## config.mk

```make
export PLATFORM = sky130hd
export DESIGN_NAME = aging_route_table_unit
export DESIGN_NICKNAME = d
export VERILOG_FILES = /design/src/design/art_pkg.sv /design/src/design/art_ram.sv /design/src/design/art_cmp.sv /design/src/design/aging_route_table_unit.sv
export VERILOG_INCLUDE_DIRS = /design/src /design/src/design
export SDC_FILE = /design/constraint.sdc
export NUM_CORES = 2
export LEC_CHECK = 0
export BUFFER_PORTS_ARGS = -buffer_cell sky130_fd_sc_hd__buf_2
export CAP_MARGIN = 20
export CORE_MARGIN = 2
export CORE_UTILIZATION = 60
export CTS_CLUSTER_SIZE = 20
export DETAILED_ROUTE_END_ITERATION = 16
export PLACE_DENSITY = 0.76
export SKIP_LAST_GASP = 1
export SLEW_MARGIN = 5
export SYNTH_ARGS = -nofsm -noshare
export SYNTH_HDL_FRONTEND = slang
export SYNTH_SLANG_ARGS = --single-unit
```

## constraint.sdc

```tcl
create_clock -name i_clk -period 15.5 [get_ports i_clk]
set_input_delay 3.1 -clock i_clk [delete_from_list [all_inputs] [get_ports i_clk]]
set_output_delay 3.1 -clock i_clk [all_outputs]
set_load 0.005 [all_outputs]
```

## src/design/aging_route_table_unit_assert.svh

```systemverilog
// ----------------------------------------------------------------------------
// aging route table assertion macros
// shared property wrappers for the route table rtl, clocked on i_clk
// ----------------------------------------------------------------------------
`ifndef AGING_ROUTE_TABLE_UNIT_ASSERT_SVH
`define AGING_ROUTE_TABLE_UNIT_ASSERT_SVH

// clocked check, masked while reset is asserted
`define ART_ASSERT(label, prop, msg) \
    label: assert property (@(posedge i_clk) disable iff (!i_rst_n) prop) else $error(msg);

// clocked check that also holds through reset
`define ART_ASSERT_ALWAYS(label, prop, msg) \
    label: assert property (@(posedge i_clk) prop) else $error(msg);

`endif

```

## src/design/art_pkg.sv

```systemverilog
// ----------------------------------------------------------------------------
// art_pkg
// field widths, result codes and record types of the aging route table
// ----------------------------------------------------------------------------
`default_nettype none

package art_pkg;

    localparam int CALL_W    = 56;
    localparam int RSSI_W    = 9;
    localparam int TIME_W    = 32;
    localparam int STATUS_W  = 2;
    localparam int SLOT_W    = 6;
    localparam int REMOVED_W = 7;

    localparam logic [TIME_W-1:0] TIMEOUT_RESET = 32'd120000;

    localparam logic CMD_UPDATE = 1'b0;
    localparam logic CMD_SWEEP  = 1'b1;

    localparam logic [STATUS_W-1:0] ST_REFRESH = 2'd0;
    localparam logic [STATUS_W-1:0] ST_INSERT  = 2'd1;
    localparam logic [STATUS_W-1:0] ST_FULL    = 2'd2;
    localparam logic [STATUS_W-1:0] ST_SWEEP   = 2'd3;

    typedef struct packed {
        logic [TIME_W-1:0]        last_seen;
        logic signed [RSSI_W-1:0] rssi;
        logic [CALL_W-1:0]        hop;
        logic [CALL_W-1:0]        dest;
    } t_entry;

    typedef struct packed {
        logic [REMOVED_W-1:0] removed;
        logic [SLOT_W-1:0]    slot;
        logic [STATUS_W-1:0]  status;
    } t_result;

endpackage

`default_nettype wire

```

## src/design/art_ram.sv

```systemverilog
// ----------------------------------------------------------------------------
// art_ram
// generic single write port, single read port ram with registered read data
// ----------------------------------------------------------------------------
`default_nettype none

module art_ram #(
    parameter int WIDTH = 8,
    parameter int DEPTH = 16
) (
    input  wire logic                                        i_clk,
    input  wire logic                                        i_we,
    input  wire logic [((DEPTH > 1) ? $clog2(DEPTH) : 1)-1:0] i_waddr,
    input  wire logic [WIDTH-1:0]                            i_wdata,
    input  wire logic                                        i_re,
    input  wire logic [((DEPTH > 1) ? $clog2(DEPTH) : 1)-1:0] i_raddr,
    output logic      [WIDTH-1:0]                            o_rdata
);

    logic [WIDTH-1:0] r_mem [DEPTH];

    always_ff @(posedge i_clk) begin
        if (i_we) begin
            r_mem[i_waddr] <= i_wdata;
        end
        if (i_re) begin
            o_rdata <= r_mem[i_raddr];
        end
    end

endmodule

`default_nettype wire

```

## src/design/art_cmp.sv

```systemverilog
// ----------------------------------------------------------------------------
// art_cmp
// shared compare unit: callsign match for updates, age check for sweeps
// ----------------------------------------------------------------------------
`default_nettype none

module art_cmp (
    input  wire logic                        i_sweep,
    input  wire logic [art_pkg::CALL_W-1:0]  i_dest_a,
    input  wire logic [art_pkg::CALL_W-1:0]  i_dest_b,
    input  wire logic [art_pkg::TIME_W-1:0]  i_now,
    input  wire logic [art_pkg::TIME_W-1:0]  i_last_seen,
    input  wire logic [art_pkg::TIME_W-1:0]  i_timeout,
    output logic                             o_hit
);

    logic [art_pkg::TIME_W-1:0] age;

    // wrapping age, a time behind last_seen reads as very old
    assign age   = i_now - i_last_seen;
    assign o_hit = i_sweep ? (age > i_timeout) : (i_dest_a == i_dest_b);

endmodule

`default_nettype wire

```

## src/design/aging_route_table_unit.sv

```systemverilog
// ----------------------------------------------------------------------------
// aging_route_table_unit
// route table with callsign lookup, lowest free slot insert and age sweep
// ----------------------------------------------------------------------------
//  channel   dir  handshake                     payload
//  s (item)  in   i_s_tvalid / o_s_tready       i_s_tdata, i_s_tuser (cmd)
//  m (result)out  o_m_tvalid / i_m_tready       o_m_tdata
//  cfg       in   i_cfg_valid / o_cfg_ready     i_cfg_data (route timeout ms)
//
//  the result is registered after the table scan that follows the input transfer,
//  and the next input is taken only once the unit is back in idle; an update
//  that hits a valid entry ends the scan at that entry.
//  the entry ram has one read port and the sequencer walks it one entry per
//  cycle through one compare unit.
//  valid bits are flops cleared by reset, so there is no clearing pass.
//  input and config are taken only while idle and out of reset; a finished
//  result waits in the finish state while the output register is not yet taken.
// ----------------------------------------------------------------------------
`default_nettype none
`include "aging_route_table_unit_assert.svh"

module aging_route_table_unit #(
    parameter int ROUTE_ENTRIES = 20
) (
    input  wire logic         i_clk,
    input  wire logic         i_rst_n,
    // slave stream
    input  wire logic         i_s_tvalid,
    output logic              o_s_tready,
    // dest_call[55:0], hop_call[111:56], rssi[120:112], now_ms[152:121], zero fill
    input  wire logic [159:0] i_s_tdata,
    // cmd[0]
    input  wire logic [0:0]   i_s_tuser,
    // master stream
    output logic              o_m_tvalid,
    input  wire logic         i_m_tready,
    // status[1:0], slot[7:2], removed_count[14:8], zero fill
    output logic [15:0]       o_m_tdata,
    // configuration
    input  wire logic         i_cfg_valid,
    output logic              o_cfg_ready,
    input  wire logic [31:0]  i_cfg_data
);

    localparam int IDX_W = (ROUTE_ENTRIES > 1) ? $clog2(ROUTE_ENTRIES) : 1;
    localparam int CNT_W = $clog2(ROUTE_ENTRIES + 1);
    localparam logic [IDX_W-1:0] IDX_LAST  = IDX_W'(ROUTE_ENTRIES - 1);
    localparam logic [CNT_W-1:0] CNT_DEPTH = CNT_W'(ROUTE_ENTRIES);
    localparam logic [art_pkg::SLOT_W-1:0] SLOT_LAST = art_pkg::SLOT_W'(ROUTE_ENTRIES - 1);

    localparam logic [1:0] S_IDLE   = 2'd0;
    localparam logic [1:0] S_SCAN   = 2'd1;
    localparam logic [1:0] S_FINISH = 2'd2;

    // control state
    logic [1:0]               r_state, n_state;
    logic [ROUTE_ENTRIES-1:0] r_valid, n_valid;
    logic                     r_cmp_vld, n_cmp_vld;
    logic                     r_out_vld, n_out_vld;
    logic [art_pkg::TIME_W-1:0] r_timeout, n_timeout;

    // working registers
    logic                       r_cmd, n_cmd;
    logic [art_pkg::CALL_W-1:0] r_dest, n_dest;
    logic [art_pkg::CALL_W-1:0] r_hop, n_hop;
    logic signed [art_pkg::RSSI_W-1:0] r_rssi, n_rssi;
    logic [art_pkg::TIME_W-1:0] r_now, n_now;
    logic [CNT_W-1:0]           r_rd_cnt, n_rd_cnt;
    logic [IDX_W-1:0]           r_cmp_idx, n_cmp_idx;
    logic                       r_found, n_found;
    logic [IDX_W-1:0]           r_hit_idx, n_hit_idx;
    logic                       r_free_found, n_free_found;
    logic [IDX_W-1:0]           r_free_idx, n_free_idx;
    logic [CNT_W-1:0]           r_removed, n_removed;
    art_pkg::t_result           r_out, n_out;

    logic             rd_en;
    logic [IDX_W-1:0] raddr;
    logic             we;
    logic [IDX_W-1:0] waddr;
    art_pkg::t_entry  wr_entry;
    art_pkg::t_entry  rd_entry;
    logic             hit;

    logic             chk_scan;
    logic             chk_slotted;
    logic             chk_upd;
    logic             s_take;

    assign rd_en = (r_state == S_SCAN) && (r_rd_cnt < CNT_DEPTH);
    assign raddr = r_rd_cnt[IDX_W-1:0];

    assign wr_entry.dest      = r_dest;
    assign wr_entry.hop       = r_hop;
    assign wr_entry.rssi      = r_rssi;
    assign wr_entry.last_seen = r_now;

    art_ram #(
        .WIDTH ($bits(art_pkg::t_entry)),
        .DEPTH (ROUTE_ENTRIES)
    ) u_entry_ram (
        .i_clk   (i_clk),
        .i_we    (we),
        .i_waddr (waddr),
        .i_wdata (wr_entry),
        .i_re    (rd_en),
        .i_raddr (raddr),
        .o_rdata (rd_entry)
    );

    art_cmp u_cmp (
        .i_sweep     (r_cmd == art_pkg::CMD_SWEEP),
        .i_dest_a    (rd_entry.dest),
        .i_dest_b    (r_dest),
        .i_now       (r_now),
        .i_last_seen (rd_entry.last_seen),
        .i_timeout   (r_timeout),
        .o_hit       (hit)
    );

    assign o_s_tready  = i_rst_n && (r_state == S_IDLE);
    assign o_m_tvalid  = r_out_vld;
    assign o_m_tdata   = {1'b0, r_out};
    assign o_cfg_ready = i_rst_n && (r_state == S_IDLE);

    always_comb begin
        n_state      = r_state;
        n_valid      = r_valid;
        n_cmp_vld    = r_cmp_vld;
        n_out_vld    = r_out_vld;
        n_timeout    = r_timeout;
        n_cmd        = r_cmd;
        n_dest       = r_dest;
        n_hop        = r_hop;
        n_rssi       = r_rssi;
        n_now        = r_now;
        n_rd_cnt     = r_rd_cnt;
        n_cmp_idx    = r_cmp_idx;
        n_found      = r_found;
        n_hit_idx    = r_hit_idx;
        n_free_found = r_free_found;
        n_free_idx   = r_free_idx;
        n_removed    = r_removed;
        n_out        = r_out;
        we           = 1'b0;
        waddr        = r_hit_idx;

        if (i_cfg_valid && o_cfg_ready) begin
            n_timeout = i_cfg_data;
        end

        if (r_out_vld && i_m_tready) begin
            n_out_vld = 1'b0;
        end

        case (r_state)
            S_IDLE: begin
                if (i_s_tvalid) begin
                    n_cmd        = i_s_tuser[0];
                    n_dest       = i_s_tdata[55:0];
                    n_hop        = i_s_tdata[111:56];
                    n_rssi       = i_s_tdata[120:112];
                    n_now        = i_s_tdata[152:121];
                    n_rd_cnt     = '0;
                    n_cmp_vld    = 1'b0;
                    n_found      = 1'b0;
                    n_free_found = 1'b0;
                    n_removed    = '0;
                    n_state      = S_SCAN;
                end
            end
            S_SCAN: begin
                if (rd_en) begin
                    n_rd_cnt = r_rd_cnt + 1'b1;
                end
                n_cmp_vld = rd_en;
                n_cmp_idx = raddr;
                if (r_cmp_vld) begin
                    if (r_cmd == art_pkg::CMD_SWEEP) begin
                        if (r_valid[r_cmp_idx] && hit) begin
                            n_valid[r_cmp_idx] = 1'b0;
                            n_removed          = r_removed + 1'b1;
                        end
                    end else if (r_valid[r_cmp_idx] && hit) begin
                        n_found   = 1'b1;
                        n_hit_idx = r_cmp_idx;
                        n_state   = S_FINISH;
                        n_cmp_vld = 1'b0;
                    end else if (!r_valid[r_cmp_idx] && !r_free_found) begin
                        n_free_found = 1'b1;
                        n_free_idx   = r_cmp_idx;
                    end
                    if (r_cmp_idx == IDX_LAST) begin
                        n_state   = S_FINISH;
                        n_cmp_vld = 1'b0;
                    end
                end
            end
            S_FINISH: begin
                // result register must be free before the table is touched
                if (!r_out_vld || i_m_tready) begin
                    n_out_vld = 1'b1;
                    n_state   = S_IDLE;
                    if (r_cmd == art_pkg::CMD_SWEEP) begin
                        n_out.status  = art_pkg::ST_SWEEP;
                        n_out.slot    = '0;
                        n_out.removed = art_pkg::REMOVED_W'(r_removed);
                    end else if (r_found) begin
                        we            = 1'b1;
                        waddr         = r_hit_idx;
                        n_out.status  = art_pkg::ST_REFRESH;
                        n_out.slot    = art_pkg::SLOT_W'(r_hit_idx);
                        n_out.removed = '0;
                    end else if (r_free_found) begin
                        we                  = 1'b1;
                        waddr               = r_free_idx;
                        n_valid[r_free_idx] = 1'b1;
                        n_out.status        = art_pkg::ST_INSERT;
                        n_out.slot          = art_pkg::SLOT_W'(r_free_idx);
                        n_out.removed       = '0;
                    end else begin
                        n_out.status  = art_pkg::ST_FULL;
                        n_out.slot    = '0;
                        n_out.removed = '0;
                    end
                end
            end
            default: begin
                n_state = S_IDLE;
            end
        endcase
    end

    always_ff @(posedge i_clk) begin
        if (!i_rst_n) begin
            r_state   <= S_IDLE;
            r_valid   <= '0;
            r_cmp_vld <= 1'b0;
            r_out_vld <= 1'b0;
            r_timeout <= art_pkg::TIMEOUT_RESET;
        end else begin
            r_state   <= n_state;
            r_valid   <= n_valid;
            r_cmp_vld <= n_cmp_vld;
            r_out_vld <= n_out_vld;
            r_timeout <= n_timeout;
        end
    end

    always_ff @(posedge i_clk) begin
        r_cmd        <= n_cmd;
        r_dest       <= n_dest;
        r_hop        <= n_hop;
        r_rssi       <= n_rssi;
        r_now        <= n_now;
        r_rd_cnt     <= n_rd_cnt;
        r_cmp_idx    <= n_cmp_idx;
        r_found      <= n_found;
        r_hit_idx    <= n_hit_idx;
        r_free_found <= n_free_found;
        r_free_idx   <= n_free_idx;
        r_removed    <= n_removed;
        r_out        <= n_out;
    end

    assign chk_scan    = (r_state == S_SCAN);
    assign chk_slotted = r_out_vld && ((r_out.status == art_pkg::ST_REFRESH) ||
                                       (r_out.status == art_pkg::ST_INSERT));
    assign chk_upd     = r_out_vld && (r_out.status != art_pkg::ST_SWEEP);
    assign s_take      = i_s_tvalid && o_s_tready;

    `ART_ASSERT(a_removed_bound, chk_scan |-> (r_removed <= CNT_DEPTH), "removed count overflow")
    `ART_ASSERT(a_slot_in_range, chk_slotted |-> (r_out.slot <= SLOT_LAST), "slot beyond table")
    `ART_ASSERT(a_update_no_removed, chk_upd |-> (r_out.removed == '0), "removed on update")
    `ART_ASSERT(a_busy_after_take, s_take |=> (!o_s_tready && !we), "not busy after transfer")

endmodule

`default_nettype wire
```

==> reports/metrics.cfg <==
[logic_synthesis]
synth_area_sq_um = 78900
syn_avg_cell_area_sq_um = 22.2
yosysWarningCount = 0
synth_seq_area_share_pct = 76.6
synth_ff_type = edfxtp_1
postSynthCellCount = 3556
ys_async_sr_fraction_pct = 0
synth.distinct_cells = 70
synth_edf_count = 1976
synth-seq-cells = 2032

[place]
dp_slack_ns = 8.04
io_buffers = 140
finalWeightedCongestion = 0.864
dp_hpwl_um = 85200

[worst_setup_path]
worstPathMaxFanout = 29
critPathArrivalTime_ns = 4.05
critical_path_required_ns = 12.40
crit_type = input port to output port
end_kind = output port
cp-start-kind = input port

[power]
p_int_mw = 9.17
peakVddDrop_uv = 103
p_leak_nw = 28.0
powerDensity_nw_per_um2 = 133
p_seq_share_pct = 52.6
p_comb_share_pct = 8.1
p_sw_mw = 2.59
swShare_pct = 22.0
p_total_mw = 11.8
p_clk_share_pct = 39.2

[layout]
layout.cells.most_common_list = edfxtp_1, mux4_2, clkbuf_16
areaGrowthSynthToFinish_pct = 11.7
multi_input_area_sq_um = 17600
drive_above_1_share_pct = 28.8
post-route-util_pct = 67.3
layout_commonest_cell = edfxtp_1
fillers = 7916
nets = 4069
antenna_cells = 0
seqCellArea_sq_um = 60500

[die]
dieArea_sq_um = 134000
row_count = 133
pin_count = 217
die_h_um = 367
die_w_um = 367
core_area_sq_um = 131000
initial_core_util_pct = 60.2

[routing]
drt-pass1-iter-count = 6
wl_per_cell_um = 30.6
drtAntennaViolNets = 0
via_per_inst = 6.54
drt_wl_total_um = 175000
drc = 0
vias = 37400
initialDrtViolationCount = 4935

[timing]
post-route-period-util_pct = 46.1
hold_ws_ns = 0.474
relSlewSlack_pct = 24.7
clock_skew_ns = 0.0404
tightest_slew_ns = 1.13
final.setup.tns_ns = 0
final_hold_viol_count = 0
layout_setup_ws_ns = 8.35
period_minus_slack_ns = 7.15
rsz0062_at_grt = no
drv_slew = 0
fmax_ghz = 0.140
finalSetupViolCount = 0

[job]
cap_violations = 0

[clocking]
root_buffer = clkbuf_16
numCtsBuffers = 196
clock_path_buffers = 3
cts_num_sinks = 2032
cts_setup_buffers = 0
clock_latency_ns = 0.81
htree_levels = 4
clkSlewWorstSetupHoldPaths_ns = 0.06
tritoncts = yes
hold_buffers = 0
cts_resized = 0

[global_route]
grt.total_usage_pct = 26.4
antenna_found_initial = 2
grt_start_max_net_pins = 100
grt_pass1_vias = 38400
overflow = 0
grt_pass1_wl_um = 257000

[min_path]
min_path_type = register to register

[status]
outcome = completed

[layout make-up]
cell class	instances	area share, %
Clock inverter	124	1.21
Multi-Input combinational cell	1287	20.0
Inverter	78	0.338
Clock buffer	241	5.85
Timing Repair Buffer	210	1.51
Sequential cell	2032	68.6
Tap cell	1755	2.49
[critical path, stage by stage]
cell and delay (ns):
buf_2 0.44, nand2b_1 0.15, nor2_1 0.20, buf_2 0.15
[worst paths after layout]
kind | startpoint | end | slack (ns) | cells past startpoint
worst max-delay path | i_rst_n | o_cfg_ready | 8.35 | 4
worst min-delay path | r_timeout[16] | r_timeout[16] | 0.47 | 2
worst max register to register | r_now[6] | r_removed[1] | 9.53 | 14
worst min register to register | r_timeout[16] | r_timeout[16] | 0.47 | 2
[per-layer routing]
layer,GRT usage [%],routed length (um),vias to the layer above
met5,0,0,-
met4,7.49,4170,0
met3,4.00,14300,269
met2,43.2,88300,2019
met1,37.7,68600,19800
li1,-,-,15400
[synth_stat cells (3+ instances only)]
master / n / share of area [%]
edfxtp_1: 1976 / 75
mux4_2: 531 / 15
nor2_1: 110 / 0.52
clkbuf_1: 101 / 0.48
mux2_2: 88 / 1.3
inv_1: 77 / 0.37
ha_1: 65 / 1.0
dfxtp_1: 56 / 1.4
nand2_1: 54 / 0.26
xnor2_1: 53 / 0.59
a21oi_1: 52 / 0.33
buf_2: 40 / 0.25
o21ai_0: 37 / 0.23
xor2_1: 34 / 0.38
o31ai_1: 29 / 0.28
a21o_1: 26 / 0.25
nand4_1: 21 / 0.17
nand3_1: 16 / 0.10
nand2b_1: 15 / 0.12
a31oi_1: 14 / 0.11
buf_1: 14 / 0.067
and2_1: 13 / 0.10
nor4_1: 12 / 0.095
nor3_1: 11 / 0.070
or3_1: 9 / 0.071
and3_1: 7 / 0.056
mux2i_1: 7 / 0.089
o21a_1: 7 / 0.067
a22oi_1: 6 / 0.057
nor2b_1: 6 / 0.048
a211oi_1: 5 / 0.048
buf_4: 5 / 0.048
o221a_2: 5 / 0.071
nor3b_1: 4 / 0.038
o211ai_1: 4 / 0.038
o21bai_1: 3 / 0.029
[sequential cells by signal (all words and copies together), names as in the netlist]
register and count:
r_dest 56, r_hit_idx 5, u_entry_ram.r_mem 1760, r_free_found 1
r_found 1, r_valid 20, r_state 2, r_rd_cnt 5
r_now 32, r_timeout 32, r_cmp_idx 5, o_m_tdata 12
r_removed 5, r_free_idx 5, o_m_tvalid 1, u_entry_ram.o_rdata 88
r_cmd 1, r_cmp_vld 1
[metrics by stage]
step | instance area, sq um | instances
2_1_floorplan | 78900 | 3559
3_3_place_gp | 81900 | 5361
3_5_place_dp | 81900 | 5361
4_1_cts | 88100 | 5726
5_1_grt | 88100 | 5727
6_report | 88100 | 5727
[power by group through the flow]
stage                     registers (mW)  clock network [mW]  logic [mW]
after floorplan                     6.27                   0       0.726
after global placement              6.30                   0       0.944
after detailed placement            6.30                   0       0.957
after CTS                           6.19                4.67       0.972
after global routing                6.20                4.87        1.03
final                               6.19                4.61       0.958
[cell families after synthesis]
group	synth area share (%)
AND/OR/NAND/NOR	1.78
other	0.00475
buffers and inverters	1.24
flip-flops	76.6
multiplexers	16.5
XOR/XNOR	0.966
adder cells (fa/ha/maj)	1.06
AO/OA/AOI/OAI	1.81
No activity file was read; power rests on OpenSTA's default activity.
